===== config.mk =====
export PLATFORM = sky130hd
export DESIGN_NAME = slip_command_frame_receiver_flat
export DESIGN_NICKNAME = d
export VERILOG_FILES = /design/src/scfr_pkg.sv /design/src/scfr_if.sv /design/src/scfr_in_stage.sv /design/src/scfr_parser.sv /design/src/scfr_out_reg.sv /design/src/slip_command_frame_receiver.sv /design/src/flat_wrapper.sv
export SDC_FILE = /design/constraint.sdc
export NUM_CORES = 1
export LEC_CHECK = 0
export ABC_AREA = 1
export BUFFER_PORTS_ARGS = -buffer_cell sky130_fd_sc_hd__clkbuf_2
export CORE_AREA = 3 3 124 126
export CTS_CLUSTER_DIAMETER = 30
export DETAILED_ROUTE_END_ITERATION = 7
export DIE_AREA = 0 0 127 129
export PLACE_DENSITY = 0.73
export SETUP_SLACK_MARGIN = 0.2
export SKIP_LAST_GASP = 1
export SLEW_MARGIN = 20
export SYNTH_ARGS = -nofsm -noshare
export SYNTH_HDL_FRONTEND = slang
export SYNTH_SLANG_ARGS = --single-unit

===== constraint.sdc =====
create_clock -name clk -period 6.85 [get_ports clk]
set_input_delay 1.37 -clock clk [delete_from_list [all_inputs] [get_ports clk]]
set_output_delay 1.37 -clock clk [all_outputs]
set_load 0.02 [all_outputs]

===== src/scfr_pkg.sv =====
package scfr_pkg;

	localparam int unsigned PAYLOAD_CAPACITY = 4096;

	localparam logic [7:0] MARK_FRAME = 8'hC0;
	localparam logic [7:0] MARK_ESC   = 8'hDB;
	localparam logic [7:0] ESC_FRAME  = 8'hDC;
	localparam logic [7:0] ESC_ESC    = 8'hDD;

	localparam int unsigned INDEX_W = 12;

	typedef enum logic [4:0] {
		STEP_DIR  = 5'b00001,
		STEP_CMD  = 5'b00010,
		STEP_SIZE = 5'b00100,
		STEP_SUM  = 5'b01000,
		STEP_DATA = 5'b10000
	} step_t;

	typedef struct packed {
		logic [7:0]         frame_direction;
		logic [7:0]         frame_command;
		logic [15:0]        frame_size;
		logic [31:0]        frame_checksum;
		logic [7:0]         payload_byte;
		logic [INDEX_W-1:0] payload_index;
		logic               frame_done;
	} result_t;

endpackage


===== src/scfr_if.sv =====
interface scfr_byte_if;
	logic       valid;
	logic       ready;
	logic [7:0] rx_byte;

	modport source (output valid, output rx_byte, input ready);
	modport sink (input valid, input rx_byte, output ready);
endinterface

interface scfr_frame_if;
	logic                        valid;
	logic                        ready;
	logic [7:0]                  frame_direction;
	logic [7:0]                  frame_command;
	logic [15:0]                 frame_size;
	logic [31:0]                 frame_checksum;
	logic [7:0]                  payload_byte;
	logic [scfr_pkg::INDEX_W-1:0] payload_index;
	logic                        frame_done;

	modport source (
		output valid, output frame_direction, output frame_command, output frame_size,
		output frame_checksum, output payload_byte, output payload_index,
		output frame_done, input ready
	);
	modport sink (
		input valid, input frame_direction, input frame_command, input frame_size,
		input frame_checksum, input payload_byte, input payload_index,
		input frame_done, output ready
	);
endinterface


===== src/scfr_in_stage.sv =====
module scfr_in_stage (
	input  logic       clk,
	input  logic       arst_n,
	scfr_byte_if.sink  rx,
	input  logic       adv,
	output logic       vld_s1,
	output logic [7:0] byte_s1
);

	logic take;

	assign rx.ready = !vld_s1 || adv;
	assign take     = rx.valid && rx.ready;

	always_ff @(posedge clk or negedge arst_n) begin
		if (!arst_n) begin
			vld_s1 <= 1'b0;
		end else if (rx.ready) begin
			vld_s1 <= rx.valid;
		end
	end

	always_ff @(posedge clk) begin
		if (take) begin
			byte_s1 <= rx.rx_byte;
		end
	end

endmodule


===== src/scfr_parser.sv =====
module scfr_parser #(
	parameter int unsigned PAYLOAD_CAPACITY = scfr_pkg::PAYLOAD_CAPACITY
) (
	input  logic              clk,
	input  logic              arst_n,
	input  logic              fire,
	input  logic [7:0]        byte_s1,
	output logic              res_vld,
	output scfr_pkg::result_t res
);

	localparam int unsigned CNT_W = $clog2(PAYLOAD_CAPACITY + 1);
	localparam logic [CNT_W-1:0] CAP = CNT_W'(PAYLOAD_CAPACITY);

	scfr_pkg::step_t  step_q;
	logic             esc_q;
	logic [1:0]       size_cnt_q;
	logic [2:0]       sum_cnt_q;
	logic [CNT_W-1:0] cnt_q;
	logic [7:0]       dir_q;
	logic [7:0]       cmd_q;
	logic [15:0]      size_q;
	logic [31:0]      sum_q;

	logic             is_frame;
	logic             is_esc;
	logic             is_data;
	logic [7:0]       b;
	logic [15:0]      pos16;
	logic [15:0]      next16;
	logic             below_cap;
	logic             below_size;

	assign is_frame = (byte_s1 == scfr_pkg::MARK_FRAME);
	assign is_esc   = (byte_s1 == scfr_pkg::MARK_ESC);
	assign is_data  = fire && !is_frame && !is_esc;

	always_comb begin
		b = byte_s1;
		if (esc_q && byte_s1 == scfr_pkg::ESC_FRAME) begin
			b = scfr_pkg::MARK_FRAME;
		end else if (esc_q && byte_s1 == scfr_pkg::ESC_ESC) begin
			b = scfr_pkg::MARK_ESC;
		end
	end

	// pos stays below capacity (at most 65535) whenever next16 is used
	assign pos16      = 16'(cnt_q);
	assign next16     = pos16 + 16'd1;
	assign below_cap  = (cnt_q != CAP);
	assign below_size = (pos16 < size_q);

	assign res_vld = is_data && (step_q == scfr_pkg::STEP_DATA) && below_cap && below_size;

	assign res.frame_direction = dir_q;
	assign res.frame_command   = cmd_q;
	assign res.frame_size      = size_q;
	assign res.frame_checksum  = sum_q;
	assign res.payload_byte    = b;
	assign res.payload_index   = scfr_pkg::INDEX_W'(cnt_q);
	assign res.frame_done      = (next16 == size_q);

	always_ff @(posedge clk or negedge arst_n) begin
		if (!arst_n) begin
			step_q     <= scfr_pkg::STEP_DIR;
			esc_q      <= 1'b0;
			size_cnt_q <= '0;
			sum_cnt_q  <= '0;
			cnt_q      <= '0;
			dir_q      <= '0;
			cmd_q      <= '0;
			size_q     <= '0;
			sum_q      <= '0;
		end else if (fire) begin
			if (is_frame) begin
				step_q     <= scfr_pkg::STEP_DIR;
				esc_q      <= 1'b0;
				size_cnt_q <= '0;
				sum_cnt_q  <= '0;
				cnt_q      <= '0;
			end else if (is_esc) begin
				esc_q <= 1'b1;
			end else begin
				esc_q <= 1'b0;
				case (step_q)
					scfr_pkg::STEP_DIR: begin
						dir_q  <= b;
						step_q <= scfr_pkg::STEP_CMD;
					end
					scfr_pkg::STEP_CMD: begin
						cmd_q  <= b;
						step_q <= scfr_pkg::STEP_SIZE;
					end
					scfr_pkg::STEP_SIZE: begin
						if (size_cnt_q == 2'd0) begin
							size_q <= {8'h00, b};
						end else begin
							size_q <= size_q | {b, 8'h00};
						end
						size_cnt_q <= size_cnt_q + 2'd1;
						if (size_cnt_q == 2'd1) begin
							step_q <= scfr_pkg::STEP_SUM;
						end
					end
					scfr_pkg::STEP_SUM: begin
						if (sum_cnt_q == 3'd0) begin
							sum_q <= {24'h0, b};
						end else begin
							sum_q <= sum_q | (32'(b) << {sum_cnt_q[1:0], 3'b000});
						end
						sum_cnt_q <= sum_cnt_q + 3'd1;
						if (sum_cnt_q == 3'd3) begin
							step_q <= scfr_pkg::STEP_DATA;
						end
					end
					scfr_pkg::STEP_DATA: begin
						if (below_cap) begin
							cnt_q <= cnt_q + CNT_W'(1);
						end
					end
					default: begin
					end
				endcase
			end
		end
	end

`ifndef SYNTHESIS
	a_marker_restarts: assert property (@(posedge clk) disable iff (!arst_n)
		fire && is_frame |=> step_q == scfr_pkg::STEP_DIR && cnt_q == '0 && !esc_q)
		else $error("frame marker did not restart parse");

	a_count_advances: assert property (@(posedge clk) disable iff (!arst_n)
		res_vld |=> cnt_q == $past(cnt_q) + CNT_W'(1))
		else $error("payload count did not advance on a result");

	a_count_bounded: assert property (@(posedge clk) disable iff (!arst_n)
		cnt_q <= CAP)
		else $error("payload count past capacity");

	a_result_in_data: assert property (@(posedge clk) disable iff (!arst_n)
		res_vld |-> step_q == scfr_pkg::STEP_DATA && size_q != 16'd0)
		else $error("result outside payload step");
`endif

endmodule


===== src/scfr_out_reg.sv =====
module scfr_out_reg (
	input  logic              clk,
	input  logic              arst_n,
	input  logic              res_vld,
	input  scfr_pkg::result_t res,
	output logic              adv,
	scfr_frame_if.source      frame
);

	logic              vld_q;
	scfr_pkg::result_t res_q;

	assign adv = !vld_q || frame.ready;

	always_ff @(posedge clk or negedge arst_n) begin
		if (!arst_n) begin
			vld_q <= 1'b0;
		end else if (adv) begin
			vld_q <= res_vld;
		end
	end

	always_ff @(posedge clk) begin
		if (adv && res_vld) begin
			res_q <= res;
		end
	end

	assign frame.valid           = vld_q;
	assign frame.frame_direction = res_q.frame_direction;
	assign frame.frame_command   = res_q.frame_command;
	assign frame.frame_size      = res_q.frame_size;
	assign frame.frame_checksum  = res_q.frame_checksum;
	assign frame.payload_byte    = res_q.payload_byte;
	assign frame.payload_index   = res_q.payload_index;
	assign frame.frame_done      = res_q.frame_done;

endmodule


===== src/slip_command_frame_receiver.sv =====
// A payload byte is taken into the input register, parsed combinationally and
// presented as a valid result from the result register.
// Throughput: one byte per cycle while the result side is ready; the parse state
// updates together with the result register, from the input register.
// Reset (arst_n low, asynchronous): parse restarts expecting a direction byte,
// counts and held header fields clear, both registers empty.
module slip_command_frame_receiver #(
	parameter int unsigned PAYLOAD_CAPACITY = scfr_pkg::PAYLOAD_CAPACITY
) (
	input  logic         clk,
	input  logic         arst_n,
	scfr_byte_if.sink    rx,
	scfr_frame_if.source frame
);

	logic              adv;
	logic              vld_s1;
	logic [7:0]        byte_s1;
	logic              fire;
	logic              res_vld;
	scfr_pkg::result_t res;

	assign fire = vld_s1 && adv;

	scfr_in_stage u_in (
		.clk     (clk),
		.arst_n  (arst_n),
		.rx      (rx),
		.adv     (adv),
		.vld_s1  (vld_s1),
		.byte_s1 (byte_s1)
	);

	scfr_parser #(
		.PAYLOAD_CAPACITY (PAYLOAD_CAPACITY)
	) u_parser (
		.clk     (clk),
		.arst_n  (arst_n),
		.fire    (fire),
		.byte_s1 (byte_s1),
		.res_vld (res_vld),
		.res     (res)
	);

	scfr_out_reg u_out (
		.clk     (clk),
		.arst_n  (arst_n),
		.res_vld (res_vld),
		.res     (res),
		.adv     (adv),
		.frame   (frame)
	);

endmodule


===== src/flat_wrapper.sv =====
// flat-port wrapper written by rule: the top's interface ports become plain ports
module slip_command_frame_receiver_flat 
#(
	parameter int unsigned PAYLOAD_CAPACITY = scfr_pkg::PAYLOAD_CAPACITY
)
  (clk, arst_n, rx_valid, rx_rx_byte, rx_ready, frame_valid, frame_frame_direction, frame_frame_command, frame_frame_size, frame_frame_checksum, frame_payload_byte, frame_payload_index, frame_frame_done, frame_ready);
  scfr_byte_if rx_i ();
  scfr_frame_if frame_i ();
  input  logic clk;
  input  logic arst_n;
  input wire logic [$bits(rx_i.valid)-1:0] rx_valid;
  input wire logic [$bits(rx_i.rx_byte)-1:0] rx_rx_byte;
  output wire logic [$bits(rx_i.ready)-1:0] rx_ready;
  output wire logic [$bits(frame_i.valid)-1:0] frame_valid;
  output wire logic [$bits(frame_i.frame_direction)-1:0] frame_frame_direction;
  output wire logic [$bits(frame_i.frame_command)-1:0] frame_frame_command;
  output wire logic [$bits(frame_i.frame_size)-1:0] frame_frame_size;
  output wire logic [$bits(frame_i.frame_checksum)-1:0] frame_frame_checksum;
  output wire logic [$bits(frame_i.payload_byte)-1:0] frame_payload_byte;
  output wire logic [$bits(frame_i.payload_index)-1:0] frame_payload_index;
  output wire logic [$bits(frame_i.frame_done)-1:0] frame_frame_done;
  input wire logic [$bits(frame_i.ready)-1:0] frame_ready;
  assign rx_i.valid = rx_valid;
  assign rx_i.rx_byte = rx_rx_byte;
  assign rx_ready = rx_i.ready;
  assign frame_valid = frame_i.valid;
  assign frame_frame_direction = frame_i.frame_direction;
  assign frame_frame_command = frame_i.frame_command;
  assign frame_frame_size = frame_i.frame_size;
  assign frame_frame_checksum = frame_i.frame_checksum;
  assign frame_payload_byte = frame_i.payload_byte;
  assign frame_payload_index = frame_i.payload_index;
  assign frame_frame_done = frame_i.frame_done;
  assign frame_i.ready = frame_ready;
  slip_command_frame_receiver #(.PAYLOAD_CAPACITY(PAYLOAD_CAPACITY)) u_core (.clk(clk), .arst_n(arst_n), .rx(rx_i), .frame(frame_i));
endmodule

Word-level counts from Yosys, hierarchy flattened
Index checks and enable logic that the tools add are counted.
W data, S select, Z words.
{ "totals": {"reg_bits": 183, "input_bits": 12, "output_inout_bits": 87, "wordCells": 97} }
{ "op_classes": {"n_addsub": 4, "n_lt_le_gt_ge": 1, "n_eq_ne": 16, "shifts": 1, "mux": 21, "bitwise": 4, "reduce_logical": 31} }
{ "op_table": {"columns": ["op", "n"], "rows": [
  ["$mux W13", 4],
  ["$eq A8 B8 Y1 const B", 4],
  ["$mux W32", 1],
  ["$or A32 B32 Y32", 1],
  ["$shl A8 B5 Y32", 1],
  ["$mux W5", 4],
  ["$pmux W5 S4", 1],
  ["$reduce_and A4 Y1", 5],
  ["$eq A14 B16 Y1", 1],
  ["$lt A13 B16 Y1", 1],
  ["$mux W16", 1],
  ["$mux W8", 2],
  ["$or A16 B16 Y16", 1],
  ["$add A13 B1 Y14 const B", 1],
  ["$add A13 B1 Y13 const B", 1],
  ["$ne A13 B13 Y1 const B", 1],
  ["$logic_and A1 B1 Y1", 10],
  ["$mux W3", 3],
  ["$reduce_bool A2 Y1", 4],
  ["$mux W2", 3],
  ["$ne A3 B3 Y1 const B", 2],
  ["$reduce_and A3 Y1", 2],
  ["$eq A5 B1 Y1 const B", 1],
  ["$eq A5 B2 Y1 const B", 1],
  ["16 further kinds", 22]
]} }

Depth between registers and ports, before layout
{ "logic_depth": {"ltp_word": 9, "depth_mapped": 13, "ltp_nobuf": 12} }

By module
Synthesis repeated with hierarchy kept, for this count alone.
{ "unflattened": {"hier_cells": 773, "hier_area_um2": 7892.6} }
{ "by_module_without_submodules": {"columns": ["module", "instances", "cells_each", "area_each_um2", "seq_area_each_um2"], "rows": [
  ["scfr_parser", 1, 666, 5002.3, 2203.4],
  ["scfr_out_reg", 1, 91, 2597.5, 2577.5],
  ["scfr_in_stage", 1, 14, 285.3, 265.3],
  ["slip_command_frame_receiver", 1, 2, 7.5, 0.0]
]} }

Least setup slack after synthesis
OpenSTA, ideal clock, no wires.
{ "synth_timing": {"kind": "input to register", "from": "in frame_ready", "to": "reg u_core.u_out.res_q (netlist bit u_core.u_out.frame.frame_checksum[0]) (enable)", "setup_ns": 0.439, "arrival_time_ns": 3.769, "required_time_ns": 6.411, "path_slack_ns": 2.642, "cell_stages": 10, "path_buffers": 0, "cell_sequence": "inv_1 nand2_1 nand2_1 inv_1 nand2_4 inv_4 nand2_4 nor2_2 nand3_1 inv_1"} }
{ "synth_via": {"elab_chain_cells": 8} }
{ "synth_rtl": {"columns": ["element", "line", "rtl"], "rows": [
  ["from (decl)", "flat_wrapper.sv:22", "input wire logic [$bits(frame_i.ready)-1:0] frame_ready;"],
  ["$logic_or A1 B1 Y1 *", "scfr_out_reg.sv:13", "assign adv = !vld_q || frame.ready;"],
  ["$logic_and A1 B1 Y1", "slip_command_frame_receiver.sv:23", "assign fire = vld_s1 && adv;"],
  ["$logic_and A1 B1 Y1 (2 in a row)", "scfr_parser.sv:36", "assign is_data = fire && !is_frame && !is_esc;"],
  ["$logic_and A1 B1 Y1 (3 in a row)", "scfr_parser.sv:53", "assign res_vld = is_data && (step_q == scfr_pkg::STEP_DATA) && below_cap && below_size;"],
  ["$logic_and A1 B1 Y1 *", "scfr_out_reg.sv:24", "if (adv && res_vld) begin"],
  ["to (signal assigned)", "scfr_out_reg.sv:25", "res_q <= res;"],
  ["to (decl)", "scfr_out_reg.sv:11", "scfr_pkg::result_t res_q;"]
]} }
Every way passes the cells marked *; elsewhere a longest branch is shown, timed or not.
A chain may end at the register's enable or synchronous reset.

Final worst setup path
{ "layout_timing": {"from": "in frame_ready", "to": "reg u_core.u_out.res_q (netlist bit u_core.u_out.frame.payload_byte[1]) (enable)"} }
The elaborated chain is that of the path after synthesis.

==> impl_metrics.tcl <==
set metrics [dict create \
    result_of_the_run "finished clean" \
    timing.hold.worst.start "u_core.u_parser.dir_q[6]" \
    syn_nets 763 \
    place.detailed.instances 992 \
    synth_compound_gate_area_share 0.0596 \
    antenna-diode-count 0 \
    post_synth_fa_ha_maj_area_fraction 0.0320 \
    power.switching_fraction 0.313 \
    timing.setup.tns_ps 0 \
    synth_area_in_simple_gates 0.194 \
    timing.rr.start "u_core.u_in.byte_s1[0]" \
    layout_commonest_cell "nand2_1" \
    drcViolationCount 0 \
    htree_levels 4 \
    clock-sinks 183 \
    p_sw_uw 992 \
    maxClockFrequency_mhz 259 \
    share_comb_of_total_power 0.198 \
    maxSlewHeadroom 0.435 \
    worstRegToRegCells 10 \
    critical_path_start_type "input port" \
    final_cell_mix "nand2_1, clkbuf_2, edfxtp_1" \
    final-setup-viol-count 0 \
    place.gp.congestion 0.911 \
    crit-reg2reg-capture "u_core.u_out.frame.payload_byte[1]" \
    core.rowCount 44 \
    synthesis.area_per_instance_um2 10.7 \
    post-route-period-util 0.563 \
    critical_path_capture_point "u_core.u_out.frame.payload_byte[1]" \
    hpwl_um 11800 \
    slowest_delay_ps 660 \
    timing_hold_violations_final 0 \
    max_cap_check_violation_count 0 \
    initial_drt_markers 376 \
    final_antenna_net_count 0 \
    critical_path.cell_chain "clkbuf_2 -> inv_1 -> nand2_1 -> nand2_1 -> inv_1 -> nand2_4 -> inv_4 -> nand2_4 -> nor2_2 -> nand3_1 -> clkinv_2 -> buf_4" \
    grt_remaining_overflow 0 \
    port-buffer-count 98 \
    worst-endpoint-required_ps 6910 \
    die_w_um 127 \
    grt_antenna_before_repair 0 \
    maximum_number_of_pins_on_one_net_before_global_route_repair 63 \
    clk_pin_slew_ps 70 \
    yosys-mux-area-fraction 0 \
    drtPass1Iterations 5 \
    worst-path-max-fanout 60 \
    critical_path.endpoint_type "register" \
    route.final.wire_length_um 16600 \
    seq_area_frac_synth 0.646 \
    ctsHoldBuffers 0 \
    post-cts-setup-buffer-count 0 \
    clk_root_buffer_cell "clkbuf_16" \
    synth-xor-area-share 0.0107 \
    layoutNonFillerInstCount 1024 \
    ios 99 \
    die_area_um2 16400 \
    min_period_ps 3860 \
    vias_per_cell 5.35 \
    critPathSlowestCell "buf_4" \
    startpoint "frame_ready" \
    powerDensity_nw_per_um2 352 \
    totalPowerFinal_mw 3.16 \
    tritoncts "done" \
    drive_above_1_share 0.206 \
    groute.usage.overall 0.215 \
    timing.critical_path.arrival_ps 3920 \
    total_leakage_power_nw 4.11 \
    placeableCoreArea_um2 14400 \
    rsz_0062_raised_after_global_routing "false" \
    num-nets-final 859 \
    first_global_vias 5384 \
    timing_worst_slew_pin_value_ps 847 \
    detail_route.wl_per_cell_um 16.2 \
    netlist_area_um2 7810 \
    setup_cp_type "input port to register" \
    synthesis.yosys.warnings 0 \
    reg2reg_slack_ps 3500 \
    clock_tree.buffer_depth 2 \
    worst_ir_drop_vdd_v 0.000179 \
    cts_buffers 17 \
    seq_power_share 0.498 \
    post_cts_resize_count 0 \
    share_clk_of_total_power 0.304 \
    clock_skew_ps 7.35 \
    route.vias.total 5477 \
    area.growth.synth_to_final_pct 14.9 \
    die_height_um 129 \
    ys_seq_elements 183 \
    combinational_family_with_the_most_area_after_synthesis "simple AND/OR/NAND/NOR gates" \
    internal_power_mw 2.17 \
    hold_class "register to register" \
    clock_latency_reported_for_the_late_side_of_the_worst_skew_pair_ps 430 \
    wire_length_of_the_first_global_routing_pass_um 27300 \
    initial_utilization 0.542 \
    yosys.cell_types.count 40 \
    postSynthCellCount 731 \
    final_max_slew_viol_count 0 \
]
-- cell usage after synthesis --
library cell / count / area (µm²)
nor3_1: 15 / 75.1
nand3_1: 32 / 160
edfxtp_1: 93 / 2790
a211oi_1: 1 / 7.51
buf_8: 2 / 30.0
clkinv_2: 1 / 5.00
clkinv_1: 2 / 7.51
a32oi_1: 1 / 8.76
buf_4: 1 / 7.51
xnor2_1: 4 / 35.0
inv_4: 1 / 6.26
nand2_4: 4 / 45.0
inv_2: 2 / 7.51
o21ai_2: 18 / 158
buf_6: 4 / 45.0
a21oi_1: 22 / 110
nor2_2: 2 / 12.5
nand3_4: 1 / 17.5
nand2_1: 173 / 649
nor2_1: 78 / 293
nand4_1: 18 / 113
nand3b_1: 3 / 22.5
o21ai_1: 11 / 55.1
dfrtp_1: 89 / 2230
buf_1: 1 / 3.75
nor4_1: 3 / 18.8
xor2_1: 3 / 26.3
o21ai_0: 15 / 75.1
ha_1: 20 / 250
buf_2: 8 / 40.0
o22ai_1: 1 / 6.26
xnor3_1: 1 / 22.5
dfstp_2: 1 / 26.3
nor2_4: 3 / 33.8
inv_1: 73 / 274
clkbuf_1: 7 / 26.3
o21a_1: 6 / 45.0
or2_1: 2 / 12.5
nor3_2: 2 / 20.0
nand2_2: 7 / 43.8
-- cells by family after synthesis --
family | Yosys count
buffers and inverters | 102
AND/OR/NAND/NOR | 343
flip-flops | 183
AO/OA/AOI/OAI | 75
adder cells (fa/ha/maj) | 20
XOR/XNOR | 8
-- worst min-delay path by stage --
stage / to / cells after the start / slack (ps)
3_3_place_gp: u_core.u_out.frame.frame_direction[6] / 0 / 430
3_5_place_dp: u_core.u_out.frame.frame_checksum[12] / 0 / 440
4_1_cts: u_core.u_out.frame.frame_checksum[12] / 0 / 450
6_report: u_core.u_out.frame.frame_direction[6] / 0 / 450
5_1_grt: u_core.u_out.frame.frame_direction[6] / 0 / 460
2_1_floorplan: u_core.u_out.frame.frame_checksum[0] / 0 / 420
-- sequential cells by signal, summed over array words and instances (netlist names), 8 cells and up --
name / flops
u_core.u_parser.dir_q: 8
u_core.u_parser.sum_q: 32
u_core.u_out.frame.payload_index: 12
u_core.u_parser.cmd_q: 8
u_core.u_parser.size_q: 16
u_core.u_out.frame.payload_byte: 8
u_core.u_parser.cnt_q: 13
u_core.u_out.frame.frame_checksum: 32
u_core.u_in.byte_s1: 8
u_core.u_out.frame.frame_size: 16
u_core.u_out.frame.frame_command: 8
u_core.u_out.frame.frame_direction: 8
-- worst max-delay path: cells and delay by family --
kind	cells	cell delay (ps)
buffers and inverters	6	1410
AND/OR/NAND/NOR	6	1050
-- area by class of cell --
type | count | area (µm²)
clock buffer | 19 | 433
sequential | 183 | 5050
timing repair buffer | 100 | 508
fill | 1173 | 5440
multi-input combinational | 446 | 2320
clock inverter | 13 | 148
inverter | 79 | 302
tap | 184 | 230
-- metrics by stage --
stage | instance area (µm²) | hold slack, ps | setup WS, ps | utilization
2_1_floorplan | 7820 | 425 | 2640 | -
3_3_place_gp | 8400 | 429 | 2650 | 0.582
3_5_place_dp | 8400 | 436 | 2510 | 0.582
4_1_cts | 8980 | 451 | 2950 | 0.623
6_report | 8980 | 451 | 2990 | 0.623
5_1_grt | 8980 | 459 | 2710 | 0.623
-- per-layer routing --
metal	GRT usage	vias up	share of wire
met3	0.0490	32	0.061
met5	0	-	0
met1	0.295	2641	0.43
li1	-	2608	-
met4	0.0871	0	0.025
met2	0.338	196	0.48
-- power by group through the flow --
| stage | clock network [mW] | logic [mW] | registers [mW] |
|---|---|---|---|
| global route | 1.03 | 0.729 | 1.60 |
| floorplan | 0 | 0.495 | 1.54 |
| CTS | 0.976 | 0.632 | 1.57 |
| global placement | 0 | 0.594 | 1.59 |
| finish | 0.961 | 0.628 | 1.58 |
| detailed placement | 0 | 0.625 | 1.60 |
No activity file was read; power rests on OpenSTA's default activity.
